### config.mk
export PLATFORM = sky130hd
export DESIGN_NAME = quaternion_world_to_body_rotation
export DESIGN_NICKNAME = d
export VERILOG_FILES = /design/src/hdl/qwbr_pkg.sv /design/src/hdl/qwbr_datapath.sv /design/src/hdl/qwbr_ctrl.sv /design/src/hdl/quaternion_world_to_body_rotation.sv
export SDC_FILE = /design/constraint.sdc
export NUM_CORES = 2
export LEC_CHECK = 0
export BUFFER_PORTS_ARGS = -buffer_cell sky130_fd_sc_hd__buf_2
export CORE_ASPECT_RATIO = 1.5
export CORE_MARGIN = 5
export CORE_UTILIZATION = 40
export CTS_CLUSTER_DIAMETER = 60
export DETAILED_ROUTE_END_ITERATION = 10
export HOLD_SLACK_MARGIN = 0.05
export PLACE_DENSITY = 0.59
export SLEW_MARGIN = 40
export SYNTH_ARGS = -nofsm -noshare
export SYNTH_HDL_FRONTEND = slang
export SYNTH_SLANG_ARGS = --single-unit
### constraint.sdc
create_clock -name clk -period 25.6 [get_ports clk]
set_clock_uncertainty 0.05 [all_clocks]
set_input_delay 3.84 -clock clk [delete_from_list [all_inputs] [get_ports clk]]
set_output_delay 3.84 -clock clk [all_outputs]
set_load 0.05 [all_outputs]
### src/hdl/qwbr_pkg.sv
`default_nettype none
package qwbr_pkg;

    typedef struct packed {
        logic               kind;
        logic signed [15:0] quat_w;
        logic signed [15:0] quat_x;
        logic signed [15:0] quat_y;
        logic signed [15:0] quat_z;
        logic signed [31:0] lin_x;
        logic signed [31:0] lin_y;
        logic signed [31:0] lin_z;
        logic signed [31:0] ang_x;
        logic signed [31:0] ang_y;
        logic signed [31:0] ang_z;
        logic        [31:0] tag;
    } in_item_t;

    typedef struct packed {
        logic signed [31:0] body_lin_x;
        logic signed [31:0] body_lin_y;
        logic signed [31:0] body_lin_z;
        logic signed [31:0] body_ang_x;
        logic signed [31:0] body_ang_y;
        logic signed [31:0] body_ang_z;
        logic        [31:0] tag_out;
    } out_item_t;

    localparam int ACC_W = 56;
    localparam int T_W   = 36;

    localparam logic KIND_POSE  = 1'b0;
    localparam logic KIND_TWIST = 1'b1;

    // mac / writeback operations
    localparam logic [2:0] OP_NOP  = 3'd0;
    localparam logic [2:0] OP_LD   = 3'd1;
    localparam logic [2:0] OP_LDV  = 3'd2;
    localparam logic [2:0] OP_ADD  = 3'd3;
    localparam logic [2:0] OP_SUB  = 3'd4;
    localparam logic [2:0] OP_WR_T = 3'd5;
    localparam logic [2:0] OP_WR_O = 3'd6;
    localparam logic [2:0] OP_WR_Q = 3'd7;

    // multiplier operand a
    localparam logic [2:0] A_W  = 3'd0;
    localparam logic [2:0] A_A0 = 3'd1;
    localparam logic [2:0] A_A1 = 3'd2;
    localparam logic [2:0] A_A2 = 3'd3;
    localparam logic [2:0] A_Q0 = 3'd4;
    localparam logic [2:0] A_Q1 = 3'd5;
    localparam logic [2:0] A_Q2 = 3'd6;
    localparam logic [2:0] A_Q3 = 3'd7;

    // multiplier operand b
    localparam logic [3:0] B_V0 = 4'd0;
    localparam logic [3:0] B_V1 = 4'd1;
    localparam logic [3:0] B_V2 = 4'd2;
    localparam logic [3:0] B_T0 = 4'd3;
    localparam logic [3:0] B_T1 = 4'd4;
    localparam logic [3:0] B_T2 = 4'd5;
    localparam logic [3:0] B_Q0 = 4'd6;
    localparam logic [3:0] B_Q1 = 4'd7;
    localparam logic [3:0] B_Q2 = 4'd8;
    localparam logic [3:0] B_Q3 = 4'd9;
    localparam logic [3:0] B_R  = 4'd10;

    localparam logic [5:0] N2_STEPS   = 6'd4;
    localparam logic [5:0] DIV_STEPS  = 6'd63;
    localparam logic [5:0] SQRT_STEPS = 6'd33;
    localparam logic [5:0] NRM_STEPS  = 6'd8;
    localparam logic [5:0] ROT_STEPS  = 6'd21;

    typedef struct packed {
        logic [2:0] op;
        logic [2:0] a_sel;
        logic [3:0] b_sel;
        logic [1:0] idx;
    } step_t;

    typedef struct packed {
        logic  load_in;
        step_t step;
        logic  vec;
        logic  div_init;
        logic  div_step;
        logic  sqrt_init;
        logic  sqrt_step;
        logic  publish;
    } cmd_t;

    function automatic step_t mk_step(input logic [2:0] op, input logic [2:0] a_sel,
                                      input logic [3:0] b_sel, input logic [1:0] idx);
        step_t s;
        s.op    = op;
        s.a_sel = a_sel;
        s.b_sel = b_sel;
        s.idx   = idx;
        return s;
    endfunction

    function automatic logic [2:0] a_of_q(input logic [1:0] i);
        logic [2:0] r;
        case (i)
            2'd0:    r = A_Q0;
            2'd1:    r = A_Q1;
            2'd2:    r = A_Q2;
            default: r = A_Q3;
        endcase
        return r;
    endfunction

    function automatic logic [3:0] b_of_q(input logic [1:0] i);
        logic [3:0] r;
        case (i)
            2'd0:    r = B_Q0;
            2'd1:    r = B_Q1;
            2'd2:    r = B_Q2;
            default: r = B_Q3;
        endcase
        return r;
    endfunction

    // one vector: t = 2 (a x v), then out = v + w*t + a x t
    function automatic step_t rot_step(input logic [4:0] s);
        step_t r;
        unique case (s)
            5'd0:    r = mk_step(OP_LD,   A_A1, B_V2, 2'd0);
            5'd1:    r = mk_step(OP_SUB,  A_A2, B_V1, 2'd0);
            5'd2:    r = mk_step(OP_WR_T, A_W,  B_V0, 2'd0);
            5'd3:    r = mk_step(OP_LD,   A_A2, B_V0, 2'd0);
            5'd4:    r = mk_step(OP_SUB,  A_A0, B_V2, 2'd0);
            5'd5:    r = mk_step(OP_WR_T, A_W,  B_V0, 2'd1);
            5'd6:    r = mk_step(OP_LD,   A_A0, B_V1, 2'd0);
            5'd7:    r = mk_step(OP_SUB,  A_A1, B_V0, 2'd0);
            5'd8:    r = mk_step(OP_WR_T, A_W,  B_V0, 2'd2);
            5'd9:    r = mk_step(OP_LDV,  A_W,  B_T0, 2'd0);
            5'd10:   r = mk_step(OP_ADD,  A_A1, B_T2, 2'd0);
            5'd11:   r = mk_step(OP_SUB,  A_A2, B_T1, 2'd0);
            5'd12:   r = mk_step(OP_WR_O, A_W,  B_V0, 2'd0);
            5'd13:   r = mk_step(OP_LDV,  A_W,  B_T1, 2'd1);
            5'd14:   r = mk_step(OP_ADD,  A_A2, B_T0, 2'd0);
            5'd15:   r = mk_step(OP_SUB,  A_A0, B_T2, 2'd0);
            5'd16:   r = mk_step(OP_WR_O, A_W,  B_V0, 2'd1);
            5'd17:   r = mk_step(OP_LDV,  A_W,  B_T2, 2'd2);
            5'd18:   r = mk_step(OP_ADD,  A_A0, B_T1, 2'd0);
            5'd19:   r = mk_step(OP_SUB,  A_A1, B_T0, 2'd0);
            5'd20:   r = mk_step(OP_WR_O, A_W,  B_V0, 2'd2);
            default: r = mk_step(OP_NOP,  A_W,  B_V0, 2'd0);
        endcase
        return r;
    endfunction

endpackage
`default_nettype wire

### src/hdl/qwbr_datapath.sv
`default_nettype none
module qwbr_datapath (
    input  wire logic                clk,
    input  wire qwbr_pkg::cmd_t      cmd,
    input  wire qwbr_pkg::in_item_t  in_data,
    output qwbr_pkg::out_item_t      out_data
);

    localparam int AW = qwbr_pkg::ACC_W;
    localparam int TW = qwbr_pkg::T_W;
    localparam logic signed [AW-1:0] S32_MAX = 56'sd2147483647;
    localparam logic signed [AW-1:0] S32_MIN = -56'sd2147483648;
    localparam logic signed [AW-1:0] Q_MAX   = 56'sd16384;
    localparam logic signed [AW-1:0] Q_MIN   = -56'sd16384;

    qwbr_pkg::in_item_t  in_reg;
    qwbr_pkg::out_item_t out_reg;
    logic signed [15:0]   uq_reg [4];
    logic signed [TW-1:0] t_reg  [3];
    logic signed [31:0]   o_reg  [2][3];
    logic signed [AW-1:0] acc_reg, acc_next;
    logic [32:0] rem_reg;
    logic [62:0] quo_reg;
    logic [63:0] sq_n_reg, sq_r_reg, sq_bit_reg;

    logic signed [16:0]   a_op;
    logic signed [TW-1:0] b_op;
    logic signed [52:0]   prod;
    logic signed [AW-1:0] prod_ext, v_sh;
    logic signed [31:0]   v_sel [3];
    logic signed [AW-1:0] r_t, r_o, r_q;
    logic [33:0] trial;
    logic [63:0] sq_sum;

    function automatic logic signed [AW-1:0] rnd_sh(input logic signed [AW-1:0] a,
                                                    input int unsigned s);
        logic [AW-1:0] mag;
        logic [AW-1:0] half;
        half = {{(AW-1){1'b0}}, 1'b1} << (s - 1);
        mag  = a[AW-1] ? AW'(-a) : AW'(a);
        mag  = (mag + half) >> s;
        return a[AW-1] ? -$signed(mag) : $signed(mag);
    endfunction

    always_comb
    begin
        if (cmd.vec)
        begin
            v_sel[0] = in_reg.ang_x;
            v_sel[1] = in_reg.ang_y;
            v_sel[2] = in_reg.ang_z;
        end
        else
        begin
            v_sel[0] = in_reg.lin_x;
            v_sel[1] = in_reg.lin_y;
            v_sel[2] = in_reg.lin_z;
        end
    end

    // the rotation uses a = -(x, y, z)
    always_comb
    begin
        case (cmd.step.a_sel)
            qwbr_pkg::A_W:  a_op = {uq_reg[0][15], uq_reg[0]};
            qwbr_pkg::A_A0: a_op = -{uq_reg[1][15], uq_reg[1]};
            qwbr_pkg::A_A1: a_op = -{uq_reg[2][15], uq_reg[2]};
            qwbr_pkg::A_A2: a_op = -{uq_reg[3][15], uq_reg[3]};
            qwbr_pkg::A_Q0: a_op = {in_reg.quat_w[15], in_reg.quat_w};
            qwbr_pkg::A_Q1: a_op = {in_reg.quat_x[15], in_reg.quat_x};
            qwbr_pkg::A_Q2: a_op = {in_reg.quat_y[15], in_reg.quat_y};
            default:        a_op = {in_reg.quat_z[15], in_reg.quat_z};
        endcase
    end

    always_comb
    begin
        case (cmd.step.b_sel)
            qwbr_pkg::B_V0: b_op = {{4{v_sel[0][31]}}, v_sel[0]};
            qwbr_pkg::B_V1: b_op = {{4{v_sel[1][31]}}, v_sel[1]};
            qwbr_pkg::B_V2: b_op = {{4{v_sel[2][31]}}, v_sel[2]};
            qwbr_pkg::B_T0: b_op = t_reg[0];
            qwbr_pkg::B_T1: b_op = t_reg[1];
            qwbr_pkg::B_T2: b_op = t_reg[2];
            qwbr_pkg::B_Q0: b_op = {{20{in_reg.quat_w[15]}}, in_reg.quat_w};
            qwbr_pkg::B_Q1: b_op = {{20{in_reg.quat_x[15]}}, in_reg.quat_x};
            qwbr_pkg::B_Q2: b_op = {{20{in_reg.quat_y[15]}}, in_reg.quat_y};
            qwbr_pkg::B_Q3: b_op = {{20{in_reg.quat_z[15]}}, in_reg.quat_z};
            qwbr_pkg::B_R:  b_op = {4'b0, sq_r_reg[31:0]};
            default:        b_op = '0;
        endcase
    end

    always_comb
    begin
        prod     = a_op * b_op;
        prod_ext = {{3{prod[52]}}, prod};
        case (cmd.step.idx)
            2'd0:    v_sh = {{10{v_sel[0][31]}}, v_sel[0], 14'b0};
            2'd1:    v_sh = {{10{v_sel[1][31]}}, v_sel[1], 14'b0};
            default: v_sh = {{10{v_sel[2][31]}}, v_sel[2], 14'b0};
        endcase
        case (cmd.step.op)
            qwbr_pkg::OP_LD:  acc_next = prod_ext;
            qwbr_pkg::OP_LDV: acc_next = v_sh + prod_ext;
            qwbr_pkg::OP_ADD: acc_next = acc_reg + prod_ext;
            qwbr_pkg::OP_SUB: acc_next = acc_reg - prod_ext;
            default:          acc_next = acc_reg;
        endcase
        r_t = rnd_sh(acc_reg, 13);
        r_o = rnd_sh(acc_reg, 14);
        r_q = rnd_sh(acc_reg, 17);
        // 2^62 / n2, numerator bits shifted in from the top of quo
        trial  = {rem_reg, quo_reg[62]};
        sq_sum = sq_r_reg + sq_bit_reg;
    end

    always_ff @(posedge clk)
    begin
        if (cmd.load_in)
        begin
            in_reg <= in_data;
        end
        acc_reg <= acc_next;
        case (cmd.step.op)
            qwbr_pkg::OP_WR_T: t_reg[cmd.step.idx] <= r_t[TW-1:0];
            qwbr_pkg::OP_WR_O:
            begin
                if (r_o > S32_MAX)
                    o_reg[cmd.vec][cmd.step.idx] <= S32_MAX[31:0];
                else if (r_o < S32_MIN)
                    o_reg[cmd.vec][cmd.step.idx] <= S32_MIN[31:0];
                else
                    o_reg[cmd.vec][cmd.step.idx] <= r_o[31:0];
            end
            qwbr_pkg::OP_WR_Q:
            begin
                if (r_q > Q_MAX)
                    uq_reg[cmd.step.idx] <= Q_MAX[15:0];
                else if (r_q < Q_MIN)
                    uq_reg[cmd.step.idx] <= Q_MIN[15:0];
                else
                    uq_reg[cmd.step.idx] <= r_q[15:0];
            end
            default: ;
        endcase
        if (cmd.div_init)
        begin
            rem_reg <= '0;
            quo_reg <= {1'b1, 62'b0};
        end
        else if (cmd.div_step)
        begin
            if (trial >= {1'b0, acc_reg[32:0]})
            begin
                rem_reg <= 33'(trial - {1'b0, acc_reg[32:0]});
                quo_reg <= {quo_reg[61:0], 1'b1};
            end
            else
            begin
                rem_reg <= trial[32:0];
                quo_reg <= {quo_reg[61:0], 1'b0};
            end
        end
        if (cmd.sqrt_init)
        begin
            sq_n_reg   <= {1'b0, quo_reg};
            sq_r_reg   <= '0;
            sq_bit_reg <= {2'b01, 62'b0};
        end
        else if (cmd.sqrt_step)
        begin
            if (sq_n_reg >= sq_sum)
            begin
                sq_n_reg <= sq_n_reg - sq_sum;
                sq_r_reg <= (sq_r_reg >> 1) + sq_bit_reg;
            end
            else
            begin
                sq_r_reg <= sq_r_reg >> 1;
            end
            sq_bit_reg <= sq_bit_reg >> 2;
        end
        if (cmd.publish)
        begin
            out_reg.body_lin_x <= o_reg[0][0];
            out_reg.body_lin_y <= o_reg[0][1];
            out_reg.body_lin_z <= o_reg[0][2];
            out_reg.body_ang_x <= o_reg[1][0];
            out_reg.body_ang_y <= o_reg[1][1];
            out_reg.body_ang_z <= o_reg[1][2];
            out_reg.tag_out    <= in_reg.tag;
        end
    end

    assign out_data = out_reg;

endmodule
`default_nettype wire

### src/hdl/qwbr_ctrl.sv
`default_nettype none
module qwbr_ctrl (
    input  wire logic           clk,
    input  wire logic           rst_n,
    input  wire logic           in_valid,
    input  wire logic           in_kind,
    output logic                in_stall,
    output logic                out_valid,
    input  wire logic           out_stall,
    output qwbr_pkg::cmd_t      cmd
);

    localparam logic [2:0] S_IDLE = 3'd0;
    localparam logic [2:0] S_N2   = 3'd1;
    localparam logic [2:0] S_DIV  = 3'd2;
    localparam logic [2:0] S_SQRT = 3'd3;
    localparam logic [2:0] S_NRM  = 3'd4;
    localparam logic [2:0] S_ROT  = 3'd5;
    localparam logic [2:0] S_FIN  = 3'd6;

    logic [2:0] state_reg, state_next;
    logic [5:0] cnt_reg, cnt_next;
    logic       pose_valid_reg, pose_valid_next;
    logic       out_valid_reg, out_valid_next;
    logic       accept;
    logic       last;
    logic [5:0] rot_idx;

    assign in_stall  = (state_reg != S_IDLE);
    assign accept    = in_valid && !in_stall;
    assign out_valid = out_valid_reg;

    always_comb
    begin
        state_next      = state_reg;
        cnt_next        = cnt_reg + 6'd1;
        pose_valid_next = pose_valid_reg;
        cmd             = '0;
        cmd.step        = qwbr_pkg::mk_step(qwbr_pkg::OP_NOP, qwbr_pkg::A_W,
                                            qwbr_pkg::B_V0, 2'd0);
        last            = 1'b0;
        rot_idx         = (cnt_reg >= qwbr_pkg::ROT_STEPS) ?
                          cnt_reg - qwbr_pkg::ROT_STEPS : cnt_reg;
        unique case (state_reg)
            S_IDLE:
            begin
                cnt_next = '0;
                if (accept)
                begin
                    cmd.load_in = 1'b1;
                    if (in_kind == qwbr_pkg::KIND_POSE)
                        state_next = S_N2;
                    else if (pose_valid_reg)
                        state_next = S_ROT;
                end
            end
            S_N2:
            begin
                cmd.step = qwbr_pkg::mk_step(
                    (cnt_reg == 6'd0) ? qwbr_pkg::OP_LD : qwbr_pkg::OP_ADD,
                    qwbr_pkg::a_of_q(cnt_reg[1:0]), qwbr_pkg::b_of_q(cnt_reg[1:0]),
                    cnt_reg[1:0]);
                last = (cnt_reg == qwbr_pkg::N2_STEPS - 6'd1);
                cmd.div_init = last;
                if (last)
                begin
                    state_next = S_DIV;
                    cnt_next   = '0;
                end
            end
            S_DIV:
            begin
                cmd.div_step = 1'b1;
                if (cnt_reg == qwbr_pkg::DIV_STEPS - 6'd1)
                begin
                    state_next = S_SQRT;
                    cnt_next   = '0;
                end
            end
            S_SQRT:
            begin
                cmd.sqrt_init = (cnt_reg == 6'd0);
                cmd.sqrt_step = (cnt_reg != 6'd0);
                if (cnt_reg == qwbr_pkg::SQRT_STEPS - 6'd1)
                begin
                    state_next = S_NRM;
                    cnt_next   = '0;
                end
            end
            S_NRM:
            begin
                // even: q_i * r, odd: round and store q_i
                cmd.step = qwbr_pkg::mk_step(
                    cnt_reg[0] ? qwbr_pkg::OP_WR_Q : qwbr_pkg::OP_LD,
                    qwbr_pkg::a_of_q(cnt_reg[2:1]), qwbr_pkg::B_R, cnt_reg[2:1]);
                if (cnt_reg == qwbr_pkg::NRM_STEPS - 6'd1)
                begin
                    pose_valid_next = 1'b1;
                    state_next      = S_IDLE;
                end
            end
            S_ROT:
            begin
                cmd.vec  = (cnt_reg >= qwbr_pkg::ROT_STEPS);
                cmd.step = qwbr_pkg::rot_step(rot_idx[4:0]);
                if (cnt_reg == {qwbr_pkg::ROT_STEPS[4:0], 1'b0} - 6'd1)
                    state_next = S_FIN;
            end
            S_FIN:
            begin
                if (!out_valid_reg || !out_stall)
                begin
                    cmd.publish = 1'b1;
                    state_next  = S_IDLE;
                end
            end
            default:
            begin
                state_next = S_IDLE;
            end
        endcase
    end

    always_comb
    begin
        if (cmd.publish)
            out_valid_next = 1'b1;
        else if (out_valid_reg && !out_stall)
            out_valid_next = 1'b0;
        else
            out_valid_next = out_valid_reg;
    end

    always_ff @(posedge clk or negedge rst_n)
    begin
        if (!rst_n)
        begin
            state_reg      <= S_IDLE;
            cnt_reg        <= '0;
            pose_valid_reg <= 1'b0;
            out_valid_reg  <= 1'b0;
        end
        else
        begin
            state_reg      <= state_next;
            cnt_reg        <= cnt_next;
            pose_valid_reg <= pose_valid_next;
            out_valid_reg  <= out_valid_next;
        end
    end

    a_publish_free: assert property (@(posedge clk) disable iff (!rst_n)
        cmd.publish |-> (!out_valid_reg || !out_stall))
        else $error("result published over a pending item");

    a_no_pose_drop: assert property (@(posedge clk) disable iff (!rst_n)
        (accept && in_kind == qwbr_pkg::KIND_TWIST && !pose_valid_reg)
        |=> (state_reg == S_IDLE))
        else $error("twist before pose was not dropped");

    a_pose_set: assert property (@(posedge clk) disable iff (!rst_n)
        (state_reg == S_NRM && cnt_reg == qwbr_pkg::NRM_STEPS - 6'd1) |=> pose_valid_reg)
        else $error("pose flag not set after normalization");

    a_pose_sticky: assert property (@(posedge clk) disable iff (!rst_n)
        pose_valid_reg |=> pose_valid_reg)
        else $error("pose flag cleared outside reset");

endmodule
`default_nettype wire

### src/hdl/quaternion_world_to_body_rotation.sv
// quaternion world-to-body twist rotation
// input channel in_valid / in_stall / in_data carries pose items (kind 0) and
// twist items (kind 1); output channel out_valid / out_stall / out_data carries
// body-frame velocities and the tag of each twist.
// a pose item is normalized through a shared 17x36 multiply-accumulate unit,
// a bit-serial divider (2^62 / |q|^2) and a bit-serial square root; the block
// is busy through its norm, divide, root and normalize states and gives no result.
// a twist item runs 42 steps of the same multiply-accumulate unit (21 per
// vector); its result becomes valid as the block returns to idle, and the next
// item is taken from that cycle on. the multiplier sets the twist rate, the
// one-bit-per-cycle divider and root set the pose rate.
// a twist taken before any pose is dropped, and the block is ready next cycle.
// reset clears the controller, the pose flag and the output valid; the stored
// quaternion is undefined until the first pose.
// a stalled result holds in the output register; a finished twist waits in its
// result registers until the slot frees, and no new item is taken meanwhile.
`default_nettype none
module quaternion_world_to_body_rotation (
    input  wire logic                 clk,
    input  wire logic                 rst_n,
    input  wire logic                 in_valid,
    output logic                      in_stall,
    input  wire qwbr_pkg::in_item_t   in_data,
    output logic                      out_valid,
    input  wire logic                 out_stall,
    output qwbr_pkg::out_item_t       out_data
);

    qwbr_pkg::cmd_t cmd;

    qwbr_ctrl u_ctrl (
        .clk       (clk),
        .rst_n     (rst_n),
        .in_valid  (in_valid),
        .in_kind   (in_data.kind),
        .in_stall  (in_stall),
        .out_valid (out_valid),
        .out_stall (out_stall),
        .cmd       (cmd)
    );

    qwbr_datapath u_datapath (
        .clk      (clk),
        .cmd      (cmd),
        .in_data  (in_data),
        .out_data (out_data)
    );

endmodule
`default_nettype wire

# Word level (Yosys, flattened, before mapping)
# Memories as Yosys holds them, arrays and structs flattened. A register that Yosys moved wholly into a read port is not among the register bits.
# Cells that the tools add are included.
[classes] addsub=19 mul=1 magnitude_cmp=9 n_eq_ne=47 n_mux=266 n_bitwise=195 n_reduce_logical=24
[op_table] operator="$pmux W36 S11" n=1
[op_table] operator="$mux W96" n=4
[op_table] operator="$pmux W56 S4" n=1
[op_table] operator="$mux W1" n=223
[op_table] operator="$or A1 B1 Y1" n=194
[op_table] operator="$mux W63" n=3
[op_table] operator="$mux W56" n=3
[op_table] operator="$pmux W17 S7" n=1
[op_table] operator="$add A56 B53 Y56" n=2
[op_table] operator="$pmux W56 S2" n=1
[op_table] operator="$add A63 B63 Y64" n=1
[op_table] operator="$add A64 B63 Y64" n=1
[op_table] operator="$demux W32 S2" n=1
[op_table] operator="$ge A64 B64 Y1" n=1
[op_table] operator="$mux W64" n=1
[op_table] operator="$sub A64 B64 Y64" n=1
[op_table] operator="$add A56 B14 Y56 const B" n=1
[op_table] operator="$add A56 B17 Y56 const B" n=1
[op_table] operator="$gt A56 B16 Y1 const B" n=1
[op_table] operator="$gt A56 B32 Y1 const B" n=1
[op_table] operator="$lt A56 B15 Y1 const B" n=1
[op_table] operator="$lt A56 B32 Y1 const B" n=1
[op_table] operator="$neg A39 Y56" n=1
[op_table] operator="$neg A42 Y56" n=1
[op_table] operator="54 further kinds" n=114
[word_totals] reg_bits=643 ramBits=364 mem_bits_ro=320 inputBits=293 out_inout_bits=226 word_cells=588 memories=4
[mem_list] memory="(name not given)" words=32 width=10 rd=1 rd_clocked_by_memory_dff=0 wr=0 line_no="qwbr_pkg.sv:127" source="unique case (s)"
[mem_list] memory="u_datapath.o_reg" words=2 width=96 rd=2 rd_clocked_by_memory_dff=2 wr=1 line_no="qwbr_datapath.sv:20" source="logic signed [31:0] o_reg [2][3];"
[mem_list] memory="u_datapath.t_reg" words=3 width=36 rd=3 rd_clocked_by_memory_dff=0 wr=1 line_no="qwbr_datapath.sv:19" source="logic signed [TW-1:0] t_reg [3];"
[mem_list] memory="u_datapath.uq_reg" words=4 width=16 rd=4 rd_clocked_by_memory_dff=0 wr=1 line_no="qwbr_datapath.sv:18" source="logic signed [15:0] uq_reg [4];"

# Longest topological paths before layout
[depth] depth_word=12 mapped_depth=66 mapped_depth_nobuf=59

# By module
# Synthesis repeated with hierarchy kept, for this count alone.
[unflattened] hier_cells=8925 area_unflattened_um2=89533.4
[by_module_without_submodules] mod="qwbr_datapath" n_inst=1 cells_each=8713 area_each_um2=87933.1 seq_area_each_um2=33742.4
[by_module_without_submodules] mod="qwbr_ctrl" n_inst=1 cells_each=212 area_each_um2=1600.3 seq_area_each_um2=275.3

# Worst setup path after synthesis
# Ideal clock, no wire load.
[synth_timing] kind="input port to flip-flop" startpoint="input in_valid" endpoint="register u_datapath.in_reg[0] in the netlist's numbering, enable pin" setup_ns=0.944 arrival_time_ns=15.704 t_required_ns=24.606 path_slack_ns=8.902 cell_stages=2 path_buffers=0 path_cell_list="inv_1 > nor2_1"
[synth_lines] element="start: declaration" line_no="quaternion_world_to_body_rotation.sv:21" source="input wire logic in_valid,"
[synth_lines] element="end signal: assignment" line_no="qwbr_datapath.sv:122" source="in_reg <= in_data;"
[synth_lines] element="end: declaration" line_no="qwbr_datapath.sv:16" source="qwbr_pkg::in_item_t in_reg;"

# Final worst setup path
[layout_timing] startpoint="register u_ctrl.cnt_reg[0]" endpoint="register u_datapath.acc_reg[55], data pin"
[layout_between] elab_chain_len=9 elab_cells_between_ends=47 classes_between="add/sub: 4; mul: 1; order compare: 1; eq/ne: 23; mux: 12; reduce/logical: 5; memory: 1"
[layout_lines] element="start: declaration" line_no="qwbr_ctrl.sv:22" source="logic [5:0] cnt_reg, cnt_next;"
[layout_lines] element="start signal: assignment" line_no="qwbr_ctrl.sv:146" source="cnt_reg <= cnt_next;"
[layout_lines] element="$sub A5 B5 Y5 or $ge A6 B5 Y1 (tied branches)" line_no="qwbr_ctrl.sv:43, qwbr_ctrl.sv:42, qwbr_ctrl.sv:104"
[layout_lines] element="$mux W5" line_no="qwbr_ctrl.sv:42" source="rot_idx = (cnt_reg >= qwbr_pkg::ROT_STEPS) ?"
[layout_lines] element="$mem_v2 Z32 W10"
[layout_lines] element="$pmux W12 S3" line_no="qwbr_ctrl.sv:44" source="unique case (state_reg)"
[layout_lines] element="$eq A4 B4 Y1 (tied with other cells)" line_no="qwbr_datapath.sv:78" source="case (cmd.step.b_sel)"
[layout_lines] element="$pmux W36 S11 or $pmux W17 S7 (tied branches)" line_no="qwbr_datapath.sv:78, qwbr_datapath.sv:64"
[layout_lines] element="$mul A17 B36 Y53" line_no="qwbr_datapath.sv:96" source="prod = a_op * b_op;"
[layout_lines] element="$sub A56 B53 Y56 (tied with other cells)" line_no="qwbr_datapath.sv:107" source="qwbr_pkg::OP_SUB: acc_next = acc_reg - prod_ext;"
[layout_lines] element="$pmux W56 S4 *" line_no="qwbr_datapath.sv:103" source="case (cmd.step.op)"
[layout_lines] element="named net u_datapath.acc_next[55]" line_no="qwbr_datapath.sv:21" source="logic signed [AW-1:0] acc_reg, acc_next;"
[layout_lines] element="end signal: assignment" line_no="qwbr_datapath.sv:124" source="acc_reg <= acc_next;"
[layout_lines] element="end: declaration" line_no="qwbr_datapath.sv:21"
# The timed path passes the listed nets; every way through them passes the cells marked *.
# A chain may end at the register's enable or synchronous reset.

==> flow_summary.toml <==
[synthesis]
ys_warn_count = 0
synthTopCellsByArea = "edfxtp_1, fa_1, ha_1"
synth_area_leader_cell = "edfxtp_1"
syn_area_mm2 = 0.0894
synth_cell_types = 113
avgSynthCellArea_um2 = 9.78
ys.flop_type = "edfxtp_1"
ys_async_sr_fraction_pct = 0.917
ys_top_cells_by_count = "nand2_1, edfxtp_1, inv_1, nor2_1, fa_1"
syn_inst = 9140
syn_nets = 10419
yosysSeqAreaShare_pct = 38.1
synth_edf_count = 995
synth.most_common_cell = "nand2_1"
synth_seq_cells = 1199
synth_top_area_share_pct = 33.4

[place]
dp_hpwl_mm = 266
port-buffer-count = 518
placed_cell_area_mm2 = 0.0965
gp_congestion = 1.05

[global_routing]
grt_overflow = 0
grt_pass1_vias = 74387
antenna_found_initial = 22
grt_max_degree = 190
grt_pass1_wl_mm = 485
track_usage_pct = 27.9

[detailed_routing]
routed_wl_mm = 334
met1Wirelength_mm = 111
drc = 0
ant_nets = 0
vias = 72965
firstDrtPassIters = 9
wl_met3_mm = 21.8
dr_wl_met2_mm = 167
drt_iter0_drc = 6044
routedWlPerCell_um = 26.6
routed.top_layer = "met5"
via_per_inst = 5.80

[clock_network]
clockBufferDepth = 3
cts.sinks = 1199
postCtsSetupBuffers = 0
cts_tree = "built"
path_clk_slew_ps = 60
clock_tree.htree_level_count = 4
ctsHoldBuffers = 0
cts.repair.resized = 0
cts_buffers = 135
cts_root_buf = "clkbuf_16"
clk_latency_ps = 820

[critical_path]
arrival_ps = 17210
crit_top_cell = "fa_1"
startpoint_type = "register"
crit_path_end_kind = "register"
slowest_stage = "or4b_2"
critPathMaxStageDelay_ps = 720
required_ps = 26060
path_max_fanout = 42
path_class = "register to register"

[status]
status = "complete, no violations"

[cells_and_area]
final_area_mm2 = 0.101
num-nets-final = 10860
fin_util_pct = 45.5
largest_reg_flops = 288
syn2layout_area_growth_pct = 13.3
drive_gt1_share_pct = 12.4

[min_path]
hold_class = "register to register"

[sta]
finalCritPeriodShare_pct = 65.4
tightest_slew_ps = 958
rsz0062_at_grt = "false"
max_freq_mhz = 59.7
finalSetupViolations = 0
hold_viol_final = 0
maxSlewHeadroom_pct = 35.7
finalSetupTns_ps = 0
hold_slack_ps = 357
min_period_ps = 16750
finalMaxSlewViolations = 0

[floorplan]
dieArea_mm2 = 0.233
num_rows = 212
core_area_mm2 = 0.222
die_h_um = 589
io_pins = 519
die_w_um = 396
start_util_pct = 40.2

[flow_run]
maxCapViolCount = 0
## worst max-delay path: cells and delay by family, from the launching register on
family | cells | cell delay, ps
AOI/OAI and AO/OA | 14 | 3890
xor gates and xnor gates | 4 | 820
adders and majority gates | 10 | 4780
buffers and inverters | 7 | 1280
DFF | 1 | 580
and+or+nand+nor | 15 | 5000
## placed cells by master (no fill, tap or decap), types with 33 or more instances in the layout
cell	count
o21a_1	58
nand2b_1	134
or3_1	76
nor2b_1	100
o21ai_0	390
buf_2	518
and2_1	91
o21bai_1	65
nor4_1	54
a31oi_1	84
xnor2_1	337
buf_4	154
nand4_1	66
nand2_1	1226
o31ai_1	81
edfxtp_1	995
nor3_1	130
ha_1	400
clkbuf_16	136
dfxtp_1	193
a21oi_1	476
a211oi_1	49
mux2i_1	88
nor2_1	686
a21o_1	145
o22ai_1	33
a22oi_1	66
and3_1	46
inv_1	774
o211ai_1	33
nand3_1	289
or2_2	58
xor2_1	285
fa_1	585
## per-stage QoR
step / cells / worst slack [ps]
floorplan: 9140 / 8900
global placement: 12313 / 8670
detailed placement: 12330 / 8880
CTS: 12575 / 8820
global route: 12583 / 7900
finish: 12588 / 8850
## layer usage
metal	vias to the layer above	global-route usage (%)
met5	-	0
met4	12	23.5
met3	1060	5.05
met2	3052	49.3
met1	36015	28.4
li1	32826	-
## kinds of logic (layout without fill, tap and decap cells)
| family | after synthesis | in the layout | synth area share (%) |
|---|---|---|---|
| and+or+nand+nor | 3156 | 3156 | 16.5 |
| AOI/OAI and AO/OA | 1845 | 1845 | 13.4 |
| DFF | 1199 | 1199 | 38.1 |
| buffers and inverters | 1167 | 1716 | 4.95 |
| adders and majority gates | 986 | 986 | 18.7 |
| xor gates and xnor gates | 665 | 665 | 6.57 |
| muxes | 122 | 122 | 1.73 |
| other | 0 | 10 | 0 |
## final timing paths
path	slack, ps	cells after the start	start	end
hold / removal	360	0	u_datapath.o_reg[0][22]	out_data[150]
hold reg to reg	360	0	u_datapath.o_reg[0][22]	out_data[150]
setup / recovery	8850	50	u_ctrl.cnt_reg[0]	u_datapath.acc_reg[55]
min in group asynchronous	2870	1	rst_n	u_ctrl.state_reg[2]
setup reg to reg	8850	50	u_ctrl.cnt_reg[0]	u_datapath.acc_reg[55]
max in group asynchronous	22350	1	rst_n	u_ctrl.state_reg[0]
## layout make-up
| type | count | area (µm²) |
|---|---|---|
| clock buffers | 164 | 3600 |
| fillers | 20984 | 121000 |
| inverters | 775 | 2910 |
| multi-input cells | 6774 | 51900 |
| repair buffers | 696 | 4200 |
| clock inverters | 81 | 968 |
| well taps | 2889 | 3610 |
| flip-flops and latches | 1199 | 34000 |
| diodes | 10 | 25.0 |
Power is left out: the tool's default activity adds up to more than one toggle a clock period on the data nets, which glitch-free logic cannot reach.
